## src/sv/tfc_pkg.sv

```systemverilog
// Package for the serial frame codec: beat structs, stage structs, codes and
// the bit-reversal helper of the align and check stages. Depends on nothing.
`default_nettype none

package tfc_pkg;

   localparam int WordWidth  = 16;
   localparam int ByteWidth  = 8;
   localparam int CountWidth = 5;

   localparam logic OP_ENCODE = 1'b0;
   localparam logic OP_DECODE = 1'b1;

   localparam logic [1:0] STATUS_OK     = 2'd0;
   localparam logic [1:0] STATUS_PARITY = 2'd1;
   localparam logic [1:0] STATUS_STOP   = 2'd2;

   localparam logic [3:0] FRAME_PAD = 4'hf;
   localparam logic       START_BIT = 1'b0;
   localparam logic [1:0] STOP_PAIR = 2'b11;

   typedef struct packed {
      logic                   operation;
      logic [ByteWidth-1:0]   tx_byte;
      logic [WordWidth-1:0]   rx_word;
   } req_type;

   typedef struct packed {
      logic [WordWidth-1:0]   frame_word;
      logic [ByteWidth-1:0]   rx_byte;
      logic [1:0]             status;
   } rsp_type;

   typedef struct packed {
      logic                   valid;
      logic                   operation;
      logic [ByteWidth-1:0]   tx_byte;
      logic [WordWidth-1:0]   rx_word;
      logic [CountWidth-1:0]  lead_count;
   } lead_stage_type;

   typedef struct packed {
      logic                   valid;
      logic                   operation;
      logic [WordWidth-1:0]   frame_word;
      logic [WordWidth-1:0]   aligned_word;
   } align_stage_type;

   function automatic logic [ByteWidth-1:0] bit_flip8(input logic [ByteWidth-1:0] v);
      logic [ByteWidth-1:0] r;
      for (int i = 0; i < ByteWidth; i++) begin
         r[i] = v[ByteWidth-1-i];
      end
      return r;
   endfunction

endpackage

`default_nettype wire

```

## src/sv/tpi_frame_codec.sv

```systemverilog
// Top level of the serial frame codec: three-stage pipeline of leading-ones
// count, alignment and encode, then byte extraction and checks.
// An accepted beat is registered in the lead, align and check stages in turn.
// Throughput: one beat per cycle; busy is never raised.
// Reset clears the stage valid bits only; results cannot be stalled.
// Depends on tfc_pkg, tfc_lead_count, tfc_align, tfc_check and tfc_rsp_checker.
`default_nettype none

module tpi_frame_codec
   import tfc_pkg::*;
(
   input  wire logic     clock,
   input  wire logic     reset,
   input  wire logic     start,
   output logic          busy,
   input  wire req_type  req_data,
   output logic          rsp_valid,
   output rsp_type       rsp_data
);

   lead_stage_type  lead_stage;
   align_stage_type align_stage;
   logic            accept;

   assign busy   = 1'b0;
   assign accept = start && !busy;

   tfc_lead_count u_lead_count (
      .clock     (clock),
      .reset     (reset),
      .accept    (accept),
      .req_data  (req_data),
      .stage_out (lead_stage)
   );

   tfc_align u_align (
      .clock     (clock),
      .reset     (reset),
      .stage_in  (lead_stage),
      .stage_out (align_stage)
   );

   tfc_check u_check (
      .clock     (clock),
      .reset     (reset),
      .stage_in  (align_stage),
      .rsp_valid (rsp_valid),
      .rsp_data  (rsp_data)
   );

   tfc_rsp_checker u_rsp_checker (
      .clock     (clock),
      .reset     (reset),
      .rsp_valid (rsp_valid),
      .rsp_data  (rsp_data)
   );

   assert property (@(posedge clock) disable iff (reset)
      accept |-> ##3 rsp_valid)
      else $error("Accepted beat did not produce a result three cycles later.");

   assert property (@(posedge clock) disable iff (reset)
      rsp_valid |-> $past(lead_stage.valid, 2))
      else $error("Result strobe without a beat in the first stage.");

   assert property (@(posedge clock) disable iff (reset)
      (lead_stage.valid && lead_stage.operation == OP_DECODE &&
       lead_stage.rx_word == '1) |-> (lead_stage.lead_count == CountWidth'(WordWidth)))
      else $error("All-ones word did not count sixteen leading ones.");

endmodule

`default_nettype wire

```

## src/sv/tfc_lead_count.sv

```systemverilog
// First pipeline stage: registers the request beat and counts the leading
// ones of the received word. Depends on tfc_pkg.
`default_nettype none

module tfc_lead_count
   import tfc_pkg::*;
(
   input  wire logic           clock,
   input  wire logic           reset,
   input  wire logic           accept,
   input  wire req_type        req_data,
   output lead_stage_type      stage_out
);

   logic                  valid_ff;
   req_type               req_ff;
   logic [CountWidth-1:0] lead_ff;
   logic [CountWidth-1:0] lead_in;

   // The highest zero bit decides the count; an all-ones word counts sixteen.
   always_comb begin
      lead_in = CountWidth'(WordWidth);
      for (int i = 0; i < WordWidth; i++) begin
         if (!req_data.rx_word[i]) begin
            lead_in = CountWidth'(WordWidth - 1 - i);
         end
      end
   end

   always_ff @(posedge clock) begin
      if (reset) begin
         valid_ff <= 1'b0;
      end else begin
         valid_ff <= accept;
      end
   end

   always_ff @(posedge clock) begin
      req_ff  <= req_data;
      lead_ff <= lead_in;
   end

   always_comb begin
      stage_out.valid      = valid_ff;
      stage_out.operation  = req_ff.operation;
      stage_out.tx_byte    = req_ff.tx_byte;
      stage_out.rx_word    = req_ff.rx_word;
      stage_out.lead_count = lead_ff;
   end

endmodule

`default_nettype wire

```

## src/sv/tfc_align.sv

```systemverilog
// Second pipeline stage: shifts the received word past its leading ones and
// builds the encoded frame. Depends on tfc_pkg.
`default_nettype none

module tfc_align
   import tfc_pkg::*;
(
   input  wire logic            clock,
   input  wire logic            reset,
   input  wire lead_stage_type  stage_in,
   output align_stage_type      stage_out
);

   logic                 valid_ff;
   logic                 operation_ff;
   logic [WordWidth-1:0] frame_ff;
   logic [WordWidth-1:0] frame_in;
   logic [WordWidth-1:0] aligned_ff;
   logic [WordWidth-1:0] aligned_in;

   always_comb begin
      aligned_in = stage_in.rx_word << stage_in.lead_count;
      frame_in   = {FRAME_PAD, START_BIT, bit_flip8(stage_in.tx_byte),
                    ^stage_in.tx_byte, STOP_PAIR};
   end

   always_ff @(posedge clock) begin
      if (reset) begin
         valid_ff <= 1'b0;
      end else begin
         valid_ff <= stage_in.valid;
      end
   end

   always_ff @(posedge clock) begin
      operation_ff <= stage_in.operation;
      frame_ff     <= frame_in;
      aligned_ff   <= aligned_in;
   end

   always_comb begin
      stage_out.valid        = valid_ff;
      stage_out.operation    = operation_ff;
      stage_out.frame_word   = frame_ff;
      stage_out.aligned_word = aligned_ff;
   end

endmodule

`default_nettype wire

```

## src/sv/tfc_check.sv

```systemverilog
// Third pipeline stage: passes the encoded frame, or extracts the data byte,
// checks parity and stop bits; registers the result beat. Depends on tfc_pkg.
`default_nettype none

module tfc_check
   import tfc_pkg::*;
(
   input  wire logic             clock,
   input  wire logic             reset,
   input  wire align_stage_type  stage_in,
   output logic                  rsp_valid,
   output rsp_type               rsp_data
);

   logic                 valid_ff;
   rsp_type              rsp_ff;
   rsp_type              rsp_in;
   logic [ByteWidth-1:0] data;

   always_comb begin
      data   = bit_flip8(stage_in.aligned_word[14:7]);
      rsp_in = '0;
      unique case (stage_in.operation)
         OP_ENCODE: begin
            rsp_in.frame_word = stage_in.frame_word;
         end
         OP_DECODE: begin
            rsp_in.rx_byte = data;
            priority if ((^data) != stage_in.aligned_word[6]) begin
               rsp_in.status = STATUS_PARITY;
            end else if (stage_in.aligned_word[5:4] != STOP_PAIR) begin
               rsp_in.status = STATUS_STOP;
            end else begin
               rsp_in.status = STATUS_OK;
            end
         end
         default: begin
            rsp_in = '0;
         end
      endcase
   end

   always_ff @(posedge clock) begin
      if (reset) begin
         valid_ff <= 1'b0;
      end else begin
         valid_ff <= stage_in.valid;
      end
   end

   always_ff @(posedge clock) begin
      rsp_ff <= rsp_in;
   end

   assign rsp_valid = valid_ff;
   assign rsp_data  = rsp_ff;

endmodule

`default_nettype wire

```

## src/sv/tfc_frame_codec_top_dummy_guard.sv

```systemverilog
// Result-side checks for the serial frame codec, watching the result ports
// only. Depends on tfc_pkg.
`default_nettype none

module tfc_rsp_checker
   import tfc_pkg::*;
(
   input  wire logic     clock,
   input  wire logic     reset,
   input  wire logic     rsp_valid,
   input  wire rsp_type  rsp_data
);

   assert property (@(posedge clock) disable iff (reset)
      rsp_valid |-> (rsp_data.status == STATUS_OK || rsp_data.status == STATUS_PARITY ||
                     rsp_data.status == STATUS_STOP))
      else $error("Result beat carries an undefined status code.");

   assert property (@(posedge clock) disable iff (reset)
      (rsp_valid && rsp_data.frame_word != '0) |->
         (rsp_data.rx_byte == '0 && rsp_data.status == STATUS_OK))
      else $error("Encoded beat carries decode fields.");

   assert property (@(posedge clock) disable iff (reset)
      (rsp_valid && rsp_data.frame_word != '0) |->
         (rsp_data.frame_word[15:11] == {FRAME_PAD, START_BIT} &&
          rsp_data.frame_word[1:0] == STOP_PAIR))
      else $error("Encoded frame has a malformed pad, start or stop field.");

endmodule

`default_nettype wire
```

## config.mk

```make
export PLATFORM = sky130hd
export DESIGN_NAME = tpi_frame_codec
export DESIGN_NICKNAME = d
export VERILOG_FILES = /design/src/sv/tfc_pkg.sv /design/src/sv/tpi_frame_codec.sv /design/src/sv/tfc_lead_count.sv /design/src/sv/tfc_align.sv /design/src/sv/tfc_check.sv /design/src/sv/tfc_frame_codec_top_dummy_guard.sv
export SDC_FILE = /design/constraint.sdc
export NUM_CORES = 1
export LEC_CHECK = 0
export BUFFER_PORTS_ARGS = -buffer_cell sky130_fd_sc_hd__buf_2
export CAP_MARGIN = 25
export CORE_MARGIN = 4
export CORE_UTILIZATION = 53
export CTS_CLUSTER_SIZE = 12
export DETAILED_ROUTE_END_ITERATION = 10
export MAX_ROUTING_LAYER = met4
export PLACE_DENSITY = 0.78
export SYNTH_ARGS = -nofsm -noshare
export SYNTH_HDL_FRONTEND = slang
export SYNTH_SLANG_ARGS = --single-unit
export TNS_END_PERCENT = 50
```

## constraint.sdc

```tcl
create_clock -name clock -period 1.8 [get_ports clock]
set_input_delay 0.36 -clock clock [delete_from_list [all_inputs] [get_ports clock]]
set_output_delay 0.36 -clock clock [all_outputs]
set_load 0.02 [all_outputs]
```

==> metrics list, run 1 <==
* Die Footprint: 0.00605 mm2
- Endpoint of the lowest-slack register-to-register path: u_align.aligned_ff[11]
- Final HPWL DP: approximately 3.2 mm
- Measured along the x axis, the die boundary spans approximately 78 um.
- Placer congestion estimate: 0.916
- Setup repair after global routing left no endpoint under its margin.
* Clock insertion delay at the later pin of the skew report: approximately 0.33 ns
- Total wire length after detailed routing: 4.18 mm
- Using the TritonRoute via totals, the vias-per-cell ratio works out to 4.88.
* Setup repair bufs after CTS: 0
- The run finished with clean final reports.
- Each instance of the synthesized netlist takes up on average around 12 um2.
- Most used flip-flop cell after synthesis: sky130_fd_sc_hd__dfxtp_1
- The worst setup path is captured at a flop.
* Cell-internal power: 0.00296 W
- Slew HR: between 60 and 70%
* Instance count of the mapped netlist: about 220
- Net switching is 22.7% of the power.
* Final number of max-transition violations: 0
* Cell types occupying the most area after synthesis: sky130_fd_sc_hd__dfxtp_1 57%, sky130_fd_sc_hd__mux4_2 6.1%, sky130_fd_sc_hd__mux2i_1 5.8%
- Post-route minimum period: 1.66 ns
- Met2 layer wire length in the routed design: between 2 and 2.5 mm
- In the final design database the tool counted 304 nets.
- Per-cell routed wire length: 12.0 um
* # placed instances: 332
- On the critical path, the stage with the largest delay is an instance of sky130_fd_sc_hd__mux4_2.
* Type of the most critical hold path: in2reg
* Crit path required time: 2.01 ns
- The top cell type by area accounts for 56.6% of the synthesized area.
- Num rows: 25
- Yosys Warn Count: 0
- Share of final-layout standard cells stronger than drive strength 1: 29.5%
- Netlist Area Pre-Place: 0.00258 mm2
- N_diodes: 0
* Max Used Layer: met4
- Arrival time of data at the critical path endpoint: 1.87 ns
- Number of clock sinks: 73
* Placeable core region: about 0.0047 mm2
- Cell at the root of the clock tree: sky130_fd_sc_hd__clkbuf_8
- Number of global-route vias before repair: 1558
- R2R Setup Slk: 0.14 ns
- Summed over all failing endpoints, the final setup total negative slack is 0 ns.
- Worst vdd ir: 721 uV
- Setup Viol. Count Final: 0
- Along the worst hold path, the cell count comes to 1.
- Total leakage power: 1.32 nW
- The most critical setup path has its startpoint at u_lead_count.lead_ff[0].
- Input and output buffers added on the ports amount to 53.
- For the worst flop-to-flop path, the logic depth is 6.
- H-tree levels: 3
* Seq cells post-synth: 73
* Initial Util: 54.6%
* Total DRC errors in the routed layout: 0
- Based on the critical path, the design can be clocked at up to 0.603 GHz.
- Worst Skew: about 0.0051 ns
- CTS clk-pin slew, worst paths: 0.07 ns
- At the end of the flow the core is filled with cells to 65.1%.
- Initial antenna violation count: 0
- In this run, the clock network consumes 39.2% of the power.
- Max-Cap Viols: 0
- Yosys mapped the design onto 32 distinct sky130hd cell types.
* Pre-Repair DR Iteration Count: 6
- Vertical extent of the die: ~78 um
- Largest net degree at the start of global routing: 17
- TritonCTS clock tree: done
- For this block, wires on met1 add up to about 1.8 mm.
- Final hold violation count: 0
* Cells resized by post-CTS repair: 0
- In the global route stage, overall resource usage came out at 15.2%.
- Once detail routing completed, the nets flagged for antenna violations numbered 0.
- In this run the worst path has a maximum fanout of 11.
* Synth async-reset ratio: 0%
- Detailed routing inserted a total of ~1.7k vias.
* Residual overflow from global routing: 0
- Summed over all nets, the switching power comes to 0.000870 W.
* First-pass GRT wire length: around 6.9 mm
* Number of CTS-inserted buffers: 9
* Setup crit start kind: flop
- The finished layout holds 348 standard cells, fillers aside.
- Number of violations reported at the end of detailed-routing iteration 0: between 50 and 60
- The number of hold buffers added after CTS was 0.
* Synth area leader: sky130_fd_sc_hd__dfxtp_1
* Number of buffers on the longest clock path: 2
- Sink of the worst hold path: u_lead_count.stage_out[26]
* Final period utilization: 92.1%
- For this design the ratio of total power to cell area is 1250 mW/mm2.
* Tightest Pin Transition: 0.528 ns
- Per report_power, the combinational group accounts for 13.3% of the total.
- Share of total power in sequential cells: about 48%
- Slowest cell delay on critical path: 0.52 ns
- Reg-to-reg startpoint: u_lead_count.lead_ff[0]
- The critical path is of the reg2reg type.
- IO Count: 56
* Number of synthesized flops with an enable pin: 0
- Origin of the worst min-delay path: req_data[21]
- Ordered list of cells on the worst path: buf_4 > mux4_2 > nand2_1 > a21oi_1 > a31oi_1 > nor2_1
- Area growth from synthesis to final layout: 19.1%
- Of the synthesized area, sequential elements account for between 50% and 60%.
- In the detailed route, the total length drawn on met3 is 247 um.
cell families (layout without fill, tap and decap cells):
family                    Yosys count  in the layout  synth area share [%]
AOI/OAI and AO/OA                  28             28                  7.17
xor gates and xnor gates           15             15                  5.09
buffers and inverters              25             83                  6.79
DFF                                73             73                  56.6
muxes                              23             23                  12.4
other                               1              2                 0.145
and+or+nand+nor                    57             57                  11.8
layout make-up:
cell class	count	area, um2
Tap cell	67	83.8
Fill cell	383	1650
Inverter	9	33.8
Timing Repair Buffer	58	303
Clock inverter	5	103
Multi-Input combinational cell	125	948
Sequential cell	73	1460
Clock buffer	11	141
through the flow:
stage | area (um2) | hold WS, ns | power (W) | setup slack [ns]
finish | 3070 | 0.121 | 0.00383 | 0.142
global route | 3070 | 0.0959 | 0.00401 | 0.0143
CTS | 3070 | 0.108 | 0.00387 | 0.143
detailed placement | 2830 | 0.313 | 0.00237 | 0.153
global placement | 2830 | 0.310 | 0.00235 | 0.194
floorplan | 2580 | 0.310 | 0.00223 | 0.333
cells in the final DEF (no fill, tap or decap), types with 6 or more instances in the layout:
| cell | instances |
|---|---|
| sky130_fd_sc_hd__dfxtp_1 | 73 |
| sky130_fd_sc_hd__buf_2 | 53 |
| sky130_fd_sc_hd__mux2i_1 | 15 |
| sky130_fd_sc_hd__xnor2_1 | 12 |
| sky130_fd_sc_hd__nor2b_1 | 12 |
| sky130_fd_sc_hd__nand2_1 | 11 |
| sky130_fd_sc_hd__and2_1 | 10 |
| sky130_fd_sc_hd__clkbuf_8 | 10 |
| sky130_fd_sc_hd__inv_1 | 9 |
| sky130_fd_sc_hd__mux4_2 | 7 |
| sky130_fd_sc_hd__a211oi_1 | 7 |
| sky130_fd_sc_hd__nor2_1 | 7 |
| sky130_fd_sc_hd__nor3_1 | 6 |
synthesized netlist by cell type (all sizes together) (4+ instances only):
| cell | number |
|---|---|
| nand2 | 11 |
| nor2 | 7 |
| xnor2 | 12 |
| nor3 | 6 |
| nor2b | 12 |
| dfxtp | 73 |
| mux2i | 15 |
| a211oi | 7 |
| nand4 | 5 |
| a31oi | 5 |
| buf | 12 |
| o21ai | 5 |
| inv | 9 |
| and2 | 11 |
| clkbuf | 4 |
| mux4 | 7 |
power by group through the flow:
stage               combinational, W  sequential [W]  clock, W
floorplan                   0.000324         0.00191         0
global placement            0.000502         0.00185         0
detailed placement          0.000512         0.00186         0
CTS                         0.000515         0.00182   0.00154
global route                0.000556         0.00183   0.00162
finish                      0.000511         0.00182   0.00150
worst max path at each step:
| stage | to | cells after the start |
|---|---|---|
| 6_report | u_align.aligned_ff[11] | 6 |
| 4_1_cts | u_align.aligned_ff[11] | 6 |
| 3_3_place_gp | u_align.aligned_ff[11] | 6 |
| 3_5_place_dp | u_align.aligned_ff[11] | 6 |
| 5_1_grt | u_align.aligned_ff[14] | 4 |
| 2_1_floorplan | u_align.aligned_ff[14] | 5 |
layer usage:
| metal | global-route usage, % | vias to the layer above |
|---|---|---|
| met4 | 10.5 | 0 |
| met1 | 16.7 | 759 |
| met3 | 4.06 | 13 |
| met2 | 24.0 | 60 |
| li1 | - | 867 |
| met5 | - | - |
critical path, delay by kind of cell (launching register included):
family	cells	cell delay, ns
AND/OR/NAND/NOR	2	0.13
AO/OA/AOI/OAI	2	0.22
flip-flops	1	0.43
buffers and inverters	1	0.24
multiplexers	1	0.52
state kept, by name (all words and copies together) (netlist names):
name	cells
u_lead_count.stage_out	24
u_check.rsp_data	20
u_align.aligned_ff	11
u_align.frame_ff	9
u_lead_count.lead_ff	5
u_align.operation_ff	1
u_align.valid_ff	1
u_check.rsp_valid	1
u_lead_count.valid_ff	1
No activity file was read; power rests on OpenSTA's default activity.
==> run 2, diff against run 1 <==
--- a/config.mk
+++ b/config.mk
@@ -5,14 +5,15 @@
 export SDC_FILE = /design/constraint.sdc
 export NUM_CORES = 1
 export LEC_CHECK = 0
+export ABC_AREA = 1
 export BUFFER_PORTS_ARGS = -buffer_cell sky130_fd_sc_hd__buf_2
 export CAP_MARGIN = 25
 export CORE_MARGIN = 4
-export CORE_UTILIZATION = 53
+export CORE_UTILIZATION = 52
 export CTS_CLUSTER_SIZE = 12
 export DETAILED_ROUTE_END_ITERATION = 10
 export MAX_ROUTING_LAYER = met4
-export PLACE_DENSITY = 0.78
+export PLACE_DENSITY = 0.77
 export SYNTH_ARGS = -nofsm -noshare
 export SYNTH_HDL_FRONTEND = slang
 export SYNTH_SLANG_ARGS = --single-unit
==> run 2 against run 1 <==
Clock skew barely moved. Cell count rose by 20%. Largest cell class unchanged. Area after synthesis shrank 2.4%. Clock-buffer cell count is 1 lower. Sequential share of layout area up 0.59 points. Highest routed layer unchanged. Synthesized cell count grew 32%. Largest power group unchanged. Utilization down 0.79 points. Wire length up 4.5%.
==> metrics list, run 2 <==
* Slew HR: slightly above 60%
- Final period utilization: between 80 and 90%
- At the pin with the least slew margin, the transition time is 0.579 ns.
- Initial antenna violation count: 0
- Of the total synthesized cell area, the portion taken by AND, OR, NAND and NOR gates is ~17%.
* Total wire length after detailed routing: 4.36 mm
* Post-synthesis adder-cell area fraction: 0%
- Final HPWL DP: 3.32 mm
- Setup repair bufs after CTS: 0
- Post-DRT Antenna Nets: 0
- Pre-Repair DR Iteration Count: 6
- The mapped netlist covers 0.00252 mm2.
* Seq cells post-synth: 73
- In this run the number of H-tree levels came out at 3.
* Synth Area in Compound Gates: 8.54%
- In the routed design, unresolved DRC markers number 0.
- The longest clock path from root to sink contains 2 buffers.
- The finished layout holds about 420 standard cells, fillers aside.
- Post-Synth XOR/XNOR Area: 5.51%
- The number of antenna diodes in the final layout is 0.
- Of all cell types, the one taking the most synthesized area is sky130_fd_sc_hd__dfxtp_1.
- After global routing the overflow that remains totals 0.
- Flip-flop count of the largest register after layout: 24
- After synthesis, flip-flops and latches occupy 58.0% of the total area.
* Startpoint-to-endpoint class of the critical path: reg2reg
- The worst hold path belongs to the class in2reg.
* Number of global-route vias before repair: 1739
* Total leakage power: 1.55 nW
- The library cell used most frequently in the layout, excluding fill and tap cells, is sky130_fd_sc_hd__nand2_1.
* Dominant combinational cell family by area after synthesis: simple AND/OR/NAND/NOR gates
- In this run, post-CTS hold repair placed 0 buffers.
* Setup TNS after final layout: 0 ns
- Power per cell area: 1230 mW/mm2
- The later pin in the worst-skew pair is clocked with a latency of about 0.34 ns.
* Start point of the critical path: u_lead_count.lead_ff[0]
- Num rows: 25
- Cells resized by post-CTS repair: 0
- Data arrives at the worst endpoint at 1.82 ns.
- Number of port buffers: 53
- Number of violations reported at the end of detailed-routing iteration 0: 80
* R2R cell count: 9
- RSZ-0062 raised after global routing: no
* Reg-to-reg startpoint: u_lead_count.lead_ff[0]
* Final number of max-transition violations: 0
- Synth async-reset ratio: 0%
- Outcome: finished clean
- The endpoint identified for the worst register-to-register timing path is u_align.aligned_ff[13].
- For this run, the total global-route usage over all layers was measured as 16.1%.
* Worst vdd ir: between 800 and 900 uV
- Max-Cap Viols: 0
* Cell types occupying the most area after synthesis: sky130_fd_sc_hd__dfxtp_1 58%, sky130_fd_sc_hd__nand2_1 11%, sky130_fd_sc_hd__inv_1 4.6%
* Via density per instance: 4.49
* Count leader, synth: sky130_fd_sc_hd__nand2_1
- CTS clk-pin slew, worst paths: 0.07 ns
* Sort of element at the end of the critical path: flop
- The count of final hold-check violations came to 0.
- Die W: 77.6 um
- First-pass GRT wire length: 7.31 mm
- TritonCTS built the clock tree.
* Top cell type's share of synthesized area: 58.0%
- Area growth from synthesis to final layout: 20.5%
* Crit path required time: between 2 and 2.5 ns
- For this run, the number of Yosys warnings is 0.
* Final core utilization: 64.3%
- For this design, the sink count on the clock tree is between 70 and 80.
* Most used flip-flop cell after synthesis: sky130_fd_sc_hd__dfxtp_1
- Placer congestion estimate: 0.860
* Worst Skew: between 0.005 and 0.006 ns
* IO Count: 56
- Vertical extent of the die: 77.6 um
* Share of final-layout standard cells stronger than drive strength 1: 22.9%
- Nets@finish: 373
* Setup crit start kind: flop
* R2R Setup Slk: ~0.24 ns
- Instance count of the mapped netlist: 292
* Crit-path max FO: 14
* Initial Util: a little over half
* Most frequent cells after synthesis: 74 x sky130_fd_sc_hd__nand2_1, 73 x sky130_fd_sc_hd__dfxtp_1, 31 x sky130_fd_sc_hd__inv_1
- Multiplexer share of the synthesized area: 1.19%
* Largest net degree at the start of global routing: 20
* Die Footprint: between 0.006 and 0.007 mm2
- The smallest clock period supported by the final layout is computed as 1.56 ns.
* Per-cell routed wire length: between 10 and 15 um
* Setup Viol. Count Final: 0
* Worst Setup EP: u_align.aligned_ff[13]
- The floorplan step defined a core boundary enclosing 0.00472 mm2.
- # placed instances: approximately 400
- Mean cell area of the mapped netlist: between 8 and 9 um2
- Derived from the worst setup path, the maximum achievable clock frequency is approximately 0.64 GHz.
- Cell at the root of the clock tree: sky130_fd_sc_hd__clkbuf_8
- Number of CTS-inserted buffers: 9
- Number of synthesized flops with an enable pin: 0
- Number of vias in the routed layout: between 1.5k and 2k
* Number of different library cells in the post-synthesis netlist: 28
- The top cell types in the final layout, fill and taps aside, are 74 x sky130_fd_sc_hd__nand2_1, 73 x sky130_fd_sc_hd__dfxtp_1, 53 x sky130_fd_sc_hd__buf_2.
==> run 2: cell types whose count changed in the layout (fill, tap and decap cells not counted), moves of 7 or more <==
| cell | previous run | this run |
|---|---|---|
| sky130_fd_sc_hd__o21ai_1 | 0 | 15 |
| sky130_fd_sc_hd__nor2_1 | 7 | 25 |
| sky130_fd_sc_hd__mux4_2 | 7 | 0 |
| sky130_fd_sc_hd__nand2_1 | 11 | 74 |
| sky130_fd_sc_hd__and2_1 | 10 | 0 |
| sky130_fd_sc_hd__nor2b_1 | 12 | 0 |
| sky130_fd_sc_hd__nand3_1 | 1 | 9 |
| sky130_fd_sc_hd__inv_1 | 9 | 31 |
| sky130_fd_sc_hd__mux2i_1 | 15 | 3 |
==> run 2: cell families (layout without fill, tap and decap cells) <==
group / count (synthesis) / in the layout
multiplexers: 3 / 3
other: 1 / 2
AND/OR/NAND/NOR: 112 / 112
buffers and inverters: 52 / 109
flip-flops: 73 / 73
XOR/XNOR: 15 / 15
AO/OA/AOI/OAI: 36 / 36
==> run 2: worst max-delay path, stage by stage, from the launching register on <==
cell	delay [ns]
sky130_fd_sc_hd__dfxtp_1	0.61
sky130_fd_sc_hd__buf_4	0.23
sky130_fd_sc_hd__nand2_1	0.05
sky130_fd_sc_hd__nand2_1	0.07
sky130_fd_sc_hd__inv_2	0.04
sky130_fd_sc_hd__nand2_1	0.04
sky130_fd_sc_hd__o21ai_1	0.08
sky130_fd_sc_hd__nand2_1	0.08
sky130_fd_sc_hd__o21ai_1	0.08
sky130_fd_sc_hd__o22ai_1	0.19
==> run 2: how the worst min path moves through the flow <==
| stage | end | slack (ns) | start | cells after the start |
|---|---|---|---|---|
| 6_report | u_lead_count.stage_out[21] | 0.12 | req_data[16] | 1 |
| 5_1_grt | u_lead_count.stage_out[26] | 0.09 | req_data[21] | 1 |
| 4_1_cts | u_lead_count.stage_out[21] | 0.1 | req_data[16] | 1 |
| 3_5_place_dp | u_align.operation_ff | 0.31 | u_lead_count.stage_out[29] | 0 |
| 3_3_place_gp | u_align.operation_ff | 0.31 | u_lead_count.stage_out[29] | 0 |
| 2_1_floorplan | u_align.operation_ff | 0.31 | u_lead_count.stage_out[29] | 0 |
==> run 2: power by group <==
group,leakage (nW),total (W),internal [W],switching (W)
sequential,0.612,0.00183,0.00176,0.0000696
combinational,0.817,0.000504,0.000209,0.000295
clock,0.116,0.00140,0.000822,0.000579
total,1.55,0.00373,0.00279,0.000944
==> run 2: through the flow <==
stage	power [W]	setup slack [ns]	cell area, um2	hold WS [ns]
6_report	0.00373	0.243	3040	0.115
5_1_grt	0.00393	0.0944	3040	0.0935
4_1_cts	0.00377	0.252	3040	0.0985
3_5_place_dp	0.00237	0.294	2810	0.313
3_3_place_gp	0.00236	0.312	2810	0.313
2_1_floorplan	0.00223	0.515	2520	0.310
==> run 2: layout make-up <==
class / count / area, um2
Inverter: 36 / 135
Timing Repair Buffer: 57 / 295
Clock buffer: 10 / 138
Tap cell: 67 / 83.8
Fill cell: 408 / 1690
Clock inverter: 6 / 91.3
Multi-Input combinational cell: 168 / 832
Sequential cell: 73 / 1460
==> run 2: per-layer routing <==
layer	wire, um	GRT usage (%)
met1	1900	17.3
met2	2150	25.8
met3	260	6.38
met4	55	8.19
met5	0	-
